## src/rtl/a51_pkg.sv

```systemverilog
// Shared constants and controller-to-datapath command type for the A5/1 keystream generator.
`default_nettype none
package a51_pkg;

	localparam int unsigned KEY_W   = 64;
	localparam int unsigned FRAME_W = 22;
	localparam int unsigned LOAD_W  = KEY_W + FRAME_W;

	localparam int unsigned R1_W = 19;
	localparam int unsigned R2_W = 22;
	localparam int unsigned R3_W = 23;

	localparam logic [R1_W-1:0] TAPS_ONE   = 19'h72000;
	localparam logic [R2_W-1:0] TAPS_TWO   = 22'h300000;
	localparam logic [R3_W-1:0] TAPS_THREE = 23'h700080;

	localparam int unsigned CLK_ONE   = 8;
	localparam int unsigned CLK_TWO   = 10;
	localparam int unsigned CLK_THREE = 10;

	localparam logic [6:0] LOAD_LAST = 7'd85;
	localparam logic [6:0] MIX_LAST  = 7'd99;
	localparam logic [3:0] BYTE_LAST = 4'd14;
	localparam logic [2:0] BIT_LAST  = 3'd7;
	localparam logic [2:0] SHORT_LAST = 3'd1;

	typedef struct packed {
		logic start;
		logic step_all;
		logic step_maj;
		logic short_byte;
	} a51_cmd_t;

endpackage
`default_nettype wire

```

## src/rtl/a51_datapath.sv

```systemverilog
// A5/1 datapath: key register, load shifter, three LFSRs and byte assembler.
`default_nettype none
module a51_datapath import a51_pkg::*; (
	input  wire logic                 clk,
	input  wire logic                 arst_n,
	input  wire logic                 key_we,
	input  wire logic [KEY_W-1:0]     session_key,
	input  wire logic [FRAME_W-1:0]   frame_number,
	input  wire a51_cmd_t             cmd,
	output logic      [7:0]           new_byte
);

	logic [KEY_W-1:0]  key_q;
	logic [LOAD_W-1:0] load_q;
	logic [R1_W-1:0]   r1_q;
	logic [R2_W-1:0]   r2_q;
	logic [R3_W-1:0]   r3_q;
	logic [7:0]        byte_q;

	logic [R1_W-1:0] r1_sh;
	logic [R2_W-1:0] r2_sh;
	logic [R3_W-1:0] r3_sh;
	logic [R1_W-1:0] r1_nx;
	logic [R2_W-1:0] r2_nx;
	logic [R3_W-1:0] r3_nx;
	logic            in_bit;
	logic            a, b, c, maj;
	logic            nb;

	assign r1_sh = {r1_q[R1_W-2:0], ^(r1_q & TAPS_ONE)};
	assign r2_sh = {r2_q[R2_W-2:0], ^(r2_q & TAPS_TWO)};
	assign r3_sh = {r3_q[R3_W-2:0], ^(r3_q & TAPS_THREE)};

	assign in_bit = load_q[0];
	assign a   = r1_q[CLK_ONE];
	assign b   = r2_q[CLK_TWO];
	assign c   = r3_q[CLK_THREE];
	assign maj = (a & b) | (a & c) | (b & c);

	always_comb begin
		r1_nx = r1_q;
		r2_nx = r2_q;
		r3_nx = r3_q;
		if (cmd.step_all) begin
			r1_nx = {r1_sh[R1_W-1:1], r1_sh[0] ^ in_bit};
			r2_nx = {r2_sh[R2_W-1:1], r2_sh[0] ^ in_bit};
			r3_nx = {r3_sh[R3_W-1:1], r3_sh[0] ^ in_bit};
		end else if (cmd.step_maj) begin
			if (a == maj) r1_nx = r1_sh;
			if (b == maj) r2_nx = r2_sh;
			if (c == maj) r3_nx = r3_sh;
		end
	end

	assign nb = r1_nx[R1_W-1] ^ r2_nx[R2_W-1] ^ r3_nx[R3_W-1];
	assign new_byte = cmd.short_byte ? {byte_q[0], nb, 6'b0} : {byte_q[6:0], nb};

	always_ff @(posedge clk or negedge arst_n) begin
		if (!arst_n) begin
			key_q <= '0;
			r1_q  <= '0;
			r2_q  <= '0;
			r3_q  <= '0;
		end else begin
			if (key_we) key_q <= session_key;
			if (cmd.start) begin
				r1_q <= '0;
				r2_q <= '0;
				r3_q <= '0;
			end else begin
				r1_q <= r1_nx;
				r2_q <= r2_nx;
				r3_q <= r3_nx;
			end
		end
	end

	always_ff @(posedge clk) begin
		if (cmd.start) begin
			load_q <= {frame_number, key_q};
		end else if (cmd.step_all) begin
			load_q <= {1'b0, load_q[LOAD_W-1:1]};
		end
		if (cmd.step_maj) byte_q <= {byte_q[6:0], nb};
	end

endmodule
`default_nettype wire

```

## src/rtl/a51_ctrl.sv

```systemverilog
// A5/1 sequencer: load, mixing and output phases with byte and direction counters.
`default_nettype none
module a51_ctrl import a51_pkg::*; (
	input  wire logic       clk,
	input  wire logic       arst_n,
	input  wire logic       in_valid,
	output logic            in_stall,
	input  wire logic       out_free,
	output a51_cmd_t        cmd,
	output logic            push,
	output logic            push_dir,
	output logic [3:0]      push_idx,
	output logic            push_last
);

	localparam logic [1:0] ST_IDLE = 2'd0;
	localparam logic [1:0] ST_LOAD = 2'd1;
	localparam logic [1:0] ST_MIX  = 2'd2;
	localparam logic [1:0] ST_OUT  = 2'd3;

	logic [1:0] state_q;
	logic [6:0] cnt_q;
	logic [2:0] bit_q;
	logic [3:0] idx_q;
	logic       dir_q;
	logic       byte_end;
	logic       go;

	assign in_stall  = (state_q != ST_IDLE);
	assign byte_end  = (bit_q == BIT_LAST) || ((idx_q == BYTE_LAST) && (bit_q == SHORT_LAST));
	assign go        = !byte_end || out_free;
	assign push_dir  = dir_q;
	assign push_idx  = idx_q;
	assign push_last = dir_q && (idx_q == BYTE_LAST);

	always_comb begin
		cmd  = '0;
		push = 1'b0;
		case (state_q)
			ST_IDLE: cmd.start = in_valid;
			ST_LOAD: cmd.step_all = 1'b1;
			ST_MIX:  cmd.step_maj = 1'b1;
			ST_OUT: begin
				cmd.step_maj   = go;
				cmd.short_byte = (idx_q == BYTE_LAST);
				push           = go && byte_end;
			end
			default: cmd = '0;
		endcase
	end

	always_ff @(posedge clk or negedge arst_n) begin
		if (!arst_n) begin
			state_q <= ST_IDLE;
			cnt_q   <= '0;
			bit_q   <= '0;
			idx_q   <= '0;
			dir_q   <= 1'b0;
		end else begin
			case (state_q)
				ST_IDLE: begin
					if (in_valid) begin
						state_q <= ST_LOAD;
						cnt_q   <= '0;
					end
				end
				ST_LOAD: begin
					if (cnt_q == LOAD_LAST) begin
						state_q <= ST_MIX;
						cnt_q   <= '0;
					end else begin
						cnt_q <= cnt_q + 7'd1;
					end
				end
				ST_MIX: begin
					if (cnt_q == MIX_LAST) begin
						state_q <= ST_OUT;
						bit_q   <= '0;
						idx_q   <= '0;
						dir_q   <= 1'b0;
					end else begin
						cnt_q <= cnt_q + 7'd1;
					end
				end
				ST_OUT: begin
					if (go) begin
						if (byte_end) begin
							bit_q <= '0;
							if (idx_q == BYTE_LAST) begin
								idx_q <= '0;
								if (dir_q) state_q <= ST_IDLE;
								dir_q <= 1'b1;
							end else begin
								idx_q <= idx_q + 4'd1;
							end
						end else begin
							bit_q <= bit_q + 3'd1;
						end
					end
				end
				default: state_q <= ST_IDLE;
			endcase
		end
	end

endmodule
`default_nettype wire

```

## src/rtl/a51_keystream_generator_unit.sv

```systemverilog
// Top level of the A5/1 keystream generator: sequencer, datapath and output register.
//
//   channel | signals                                              | dir
//   cfg     | key_we, session_key[63:0]                            | in
//   in      | in_valid, in_stall, frame_number[21:0]               | in
//   out     | out_valid, out_stall, direction, byte_index[3:0],    | out
//           | keystream_byte[7:0], last_of_frame                   |
//
// A frame is 1 accept, 86 load steps, 100 mixing steps and 228 output steps,
// one LFSR step per cycle while the output register is not stalled.
// 30 output transactions per frame; a stalled output register halts the LFSRs
// on the step that would complete the next byte.
// Asynchronous active-low reset clears key, LFSRs and control.
`default_nettype none
module a51_keystream_generator_unit import a51_pkg::*; (
	input  wire logic               clk,
	input  wire logic               arst_n,
	input  wire logic               key_we,
	input  wire logic [KEY_W-1:0]   session_key,
	input  wire logic               in_valid,
	output logic                    in_stall,
	input  wire logic [FRAME_W-1:0] frame_number,
	output logic                    out_valid,
	input  wire logic               out_stall,
	output logic                    direction,
	output logic [3:0]              byte_index,
	output logic [7:0]              keystream_byte,
	output logic                    last_of_frame
);

	a51_cmd_t   cmd;
	logic       push;
	logic       push_dir;
	logic [3:0] push_idx;
	logic       push_last;
	logic [7:0] new_byte;
	logic       out_free;

	logic       valid_q;
	logic       dir_q;
	logic [3:0] idx_q;
	logic [7:0] byte_q;
	logic       last_q;

	assign out_free = !valid_q || !out_stall;

	a51_ctrl u_ctrl (
		.clk       (clk),
		.arst_n    (arst_n),
		.in_valid  (in_valid),
		.in_stall  (in_stall),
		.out_free  (out_free),
		.cmd       (cmd),
		.push      (push),
		.push_dir  (push_dir),
		.push_idx  (push_idx),
		.push_last (push_last)
	);

	a51_datapath u_dp (
		.clk          (clk),
		.arst_n       (arst_n),
		.key_we       (key_we),
		.session_key  (session_key),
		.frame_number (frame_number),
		.cmd          (cmd),
		.new_byte     (new_byte)
	);

	always_ff @(posedge clk or negedge arst_n) begin
		if (!arst_n) begin
			valid_q <= 1'b0;
		end else if (push) begin
			valid_q <= 1'b1;
		end else if (!out_stall) begin
			valid_q <= 1'b0;
		end
	end

	always_ff @(posedge clk) begin
		if (push) begin
			dir_q  <= push_dir;
			idx_q  <= push_idx;
			byte_q <= new_byte;
			last_q <= push_last;
		end
	end

	assign out_valid      = valid_q;
	assign direction      = dir_q;
	assign byte_index     = idx_q;
	assign keystream_byte = byte_q;
	assign last_of_frame  = last_q;

endmodule
`default_nettype wire

```

## config.mk

```make
export PLATFORM = sky130hd
export DESIGN_NAME = a51_keystream_generator_unit
export DESIGN_NICKNAME = d
export VERILOG_FILES = /design/src/rtl/a51_pkg.sv /design/src/rtl/a51_datapath.sv /design/src/rtl/a51_ctrl.sv /design/src/rtl/a51_keystream_generator_unit.sv
export SDC_FILE = /design/constraint.sdc
export NUM_CORES = 1
export LEC_CHECK = 0
export BUFFER_PORTS_ARGS = -buffer_cell sky130_fd_sc_hd__buf_4
export CORE_ASPECT_RATIO = 0.75
export CORE_MARGIN = 3
export CORE_UTILIZATION = 48
export CTS_BUF_LIST = sky130_fd_sc_hd__clkbuf_2 sky130_fd_sc_hd__clkbuf_4 sky130_fd_sc_hd__clkbuf_8
export CTS_CLUSTER_DIAMETER = 120
export DETAILED_ROUTE_END_ITERATION = 10
export PLACE_DENSITY = 0.67
export SETUP_SLACK_MARGIN = 0.1
export SLEW_MARGIN = 10
export SYNTH_ARGS = -nofsm -noshare
export SYNTH_HDL_FRONTEND = slang
export SYNTH_SLANG_ARGS = --single-unit
```

## constraint.sdc

```tcl
create_clock -name clk -period 4.6 [get_ports clk]
set_clock_uncertainty 0.1 [all_clocks]
set_input_delay 1.38 -clock clk [delete_from_list [all_inputs] [get_ports clk]]
set_output_delay 1.38 -clock clk [all_outputs]
set_load 0.05 [all_outputs]
```

==> results.md <==
* Status: completed
* GP Congestion at roughly 0.79
* Crit end category: flip-flop
* Synth area leader: dfrtp_1
* Leakage at around 5.7 nW
* # DRC at 0
* NumNets Final at roughly 1,100
* Antenna violations before repair at 0
* Main synth FF type: dfrtp_1
* Num ports at between 100 and 150
* Reg2reg end: u_dp.r2_q[15]
* Pwr/cell area at between 500 and 600 nW/µm²
* Starting DRT DRC Count at between 300 and 400
* Max Fclk at about 280 MHz
* Critical Path RT at 4940 ps
* Core area at between 20,000 and 25,000 µm²
* Crit Path Class: in -> reg
* Clock Pin Slew Worst Setup and Hold Paths at approximately 60 ps
* Critical path peak fanout at 20
* Routed via count at about 6,600
* Worst-Margin Slew at between 1000 and 1500 ps
* Root buf cell: clkbuf_8
* Post-Route WL at slightly below 20,000 µm
* Final HPWL DP at between 10,000 and 15,000 µm
* Max Buffers Root-to-Sink at 3
* Max-Cap Viols at 0
* Synth warn at 0
* H-tree levels at 2
* CTS tree: done
* Hold Startpoint: u_dp.byte_q[3]
* Period Utilization, post-route at 77.29%
* Layout cells sized above 1 at roughly a quarter
* HP Class: reg -> reg
* Routed Antenna Nets at 0
* Detailed Routing Iterations Pass 1 at 5
* Worst Hold Path EP: u_dp.byte_q[4]
* Area contributors post-synth: dfrtp_1 35%, edfxtp_1 31%, nand2_1 10%
* Initial core utilization at between 40% and 50%
* Total gr overflow at 0
* Skew-Pair Late Insertion Delay at 520 ps
* # port buffers at roughly 110
* Worst VDD drop at between 0.2 and 0.3 mV
* Worst setup margin at between 1000 and 1500 ps
* Fill cells at around 1,800
* Post-synthesis register bit count at 253
* R2r startpoint: u_ctrl.state_q[1]
* Area Growth Syn to Fin at 18.45%
* Vias per inst at just over 5
* FP Rows at 46
* Yosys cell types at 49
* DIE WIDTH at roughly 180 µm
* Max-slew violations at 0
* Syn_area_per_cell at between 10 and 15 µm²
* Final hold viol count at 0
* First-pass GRT wire length at 32,840 µm
* Post-cts hold buffer count at 0
* Post-CTS setup buffers at 0
* Worst R2R Path Depth at 7
* Die height at 134.3 µm
* Hold Slack at between 300 and 400 ps
* WHS Path Cells at 0
* CTS buffer count at 41
* Post-Syn Instances at roughly 870
* Unrepaired setup endpoints after global routing: false
* Area of the die at between 20,000 and 25,000 µm²
* Synth Net Count at roughly 980
* Vias in the first global route at about 6,600
* Largest net degree at the start of global routing at 86
* Sink Count at 253
* Post-layout minimum cycle time at 3555 ps
* Slew headroom at between 15 and 20%
* # diodes at 0
* CP arrival at ~4000 ps
* GR Util All Layers at about 17%
* Synth Cell Area at around 11,000 µm²
* Worst slack, placed at between 500 and 600 ps
* Post_cts resized at 0
* Ys async rst share at around 58%
* Top cell type's share of synthesized area at a little over a third
* Reg-to-reg slack, setup at about 1100 ps
* Final setup vio count at 0
* Drt wl/cell at 15.20 µm
* Sequential share of the synthesized area at 65.22%
* Post-synth EDFFs at ~110
* Fin Setup TNS at 0 ps
* Startpoint types: input port
-- placed cells by master (no fill, tap or decap), types with 3 or more instances in the layout --
cell,count
edfxtp_1,107
nand3_1,4
o21ai_1,3
a21o_1,3
and2_1,8
nand2_1,283
buf_4,111
o21ai_0,17
a22o_1,61
inv_1,13
ha_1,15
clkinv_2,7
clkinv_1,5
dfrtp_1,146
nand2b_1,9
xnor2_1,7
nor3b_1,3
and3_1,7
mux2i_1,4
clkbuf_4,11
nor3_1,5
a21oi_1,13
mux2_2,66
nor2_1,14
o31ai_1,3
nor2b_1,4
buf_12,3
xor2_1,3
clkbuf_8,50
-- per-layer routing --
metal | part of all wire [%] | up-vias | track usage [%]
met2 | 43 | 144 | 24.37
met5 | 0 | - | 0
li1 | - | 3250 | -
met4 | 1.6 | 0 | 4.492
met1 | 50 | 3203 | 25.58
met3 | 5.3 | 33 | 3.622
-- worst max-delay path by stage --
stage / from / end / cells past startpoint
global placement: out_stall / u_dp.r2_q[3] / 8
detailed placement: out_stall / u_dp.r2_q[13] / 8
finish: out_stall / u_dp.r2_q[15] / 8
CTS: out_stall / u_dp.r2_q[15] / 8
global route: u_ctrl.state_q[1] / u_dp.r2_q[15] / 7
floorplan: in_valid / u_dp.load_q[0] / 3
-- worst max-delay path, stage by stage --
cell	delay (ps)
buf_4	120
nand2_1	180
o311ai_4	150
and2b_1	330
a21oi_4	270
nand2_1	200
nor2_1	970
a22o_1	290
-- layout make-up --
| class | count | area, µm² | area share [%] |
|---|---|---|---|
| flip-flops and latches | 253 | 6867 | 55.07 |
| clock inverters | 13 | 62.56 | 0.5017 |
| clock buffers | 61 | 770.7 | 6.181 |
| inverters | 13 | 48.80 | 0.3913 |
| repair buffers | 115 | 904.6 | 7.255 |
| multi-input cells | 562 | 3456 | 27.71 |
| well taps | 288 | 360.3 | 2.890 |
-- registers in the layout, indices dropped and copies added, names as in the netlist --
| name | count |
|---|---|
| u_dp.r3_q | 23 |
| u_dp.r1_q | 19 |
| u_ctrl.push_idx | 4 |
| u_ctrl.bit_q | 3 |
| u_ctrl.push_dir | 1 |
| u_ctrl.state_q | 2 |
| u_dp.r2_q | 22 |
| direction | 1 |
| keystream_byte | 8 |
| u_dp.load_q | 86 |
| byte_index | 4 |
| u_dp.byte_q | 7 |
| u_ctrl.cnt_q | 7 |
| last_of_frame | 1 |
| out_valid | 1 |
| u_dp.key_q | 64 |
-- synthesized netlist by cell type (2+ instances only) --
master    number
a21o_1         3
a21oi_1       13
a21oi_4        2
a22o_1        61
and2_1         8
and3_1         7
buf_1          2
buf_2         10
clkbuf_1      28
dfrtp_1      146
edfxtp_1     107
ha_1          15
inv_1         13
mux2_2        66
mux2i_1        4
nand2_1      284
nand2b_1      10
nand3_1        4
nand4b_1       2
nor2_1        15
nor2b_1        4
nor3_1         5
nor3b_1        3
o21a_1         2
o21ai_0       17
o21ai_1        3
o21bai_1       2
o31ai_1        3
or3_1          2
xnor2_1        7
xor2_1         3
-- logic make-up after synthesis --
group           share of synthesized area [%]
buf+inv                                 2.116
fa+ha+maj                               1.878
mux                                     7.440
simple gates                            13.91
flops                                   65.22
xor+xnor                               0.8320
compound gates                          8.605
-- power by group --
group | internal, mW | switching (mW) | total (mW)
clock network | 1.08 | 0.854 | 1.93
logic | 0.621 | 1.30 | 1.92
registers | 3.23 | 0.212 | 3.44
-- through the flow --
step | utilization (%) | power [mW] | area, µm² | std cells
floorplan | - | 4.898 | 10530 | 869
global placement | 54.49 | 5.359 | 11640 | 1231
detailed placement | 54.49 | 5.411 | 11640 | 1231
CTS | 58.40 | 7.391 | 12470 | 1305
global route | 58.40 | 7.782 | 12470 | 1305
finish | 58.40 | 7.289 | 12470 | 1305
Note: power is estimated with default switching activity, not from simulation.
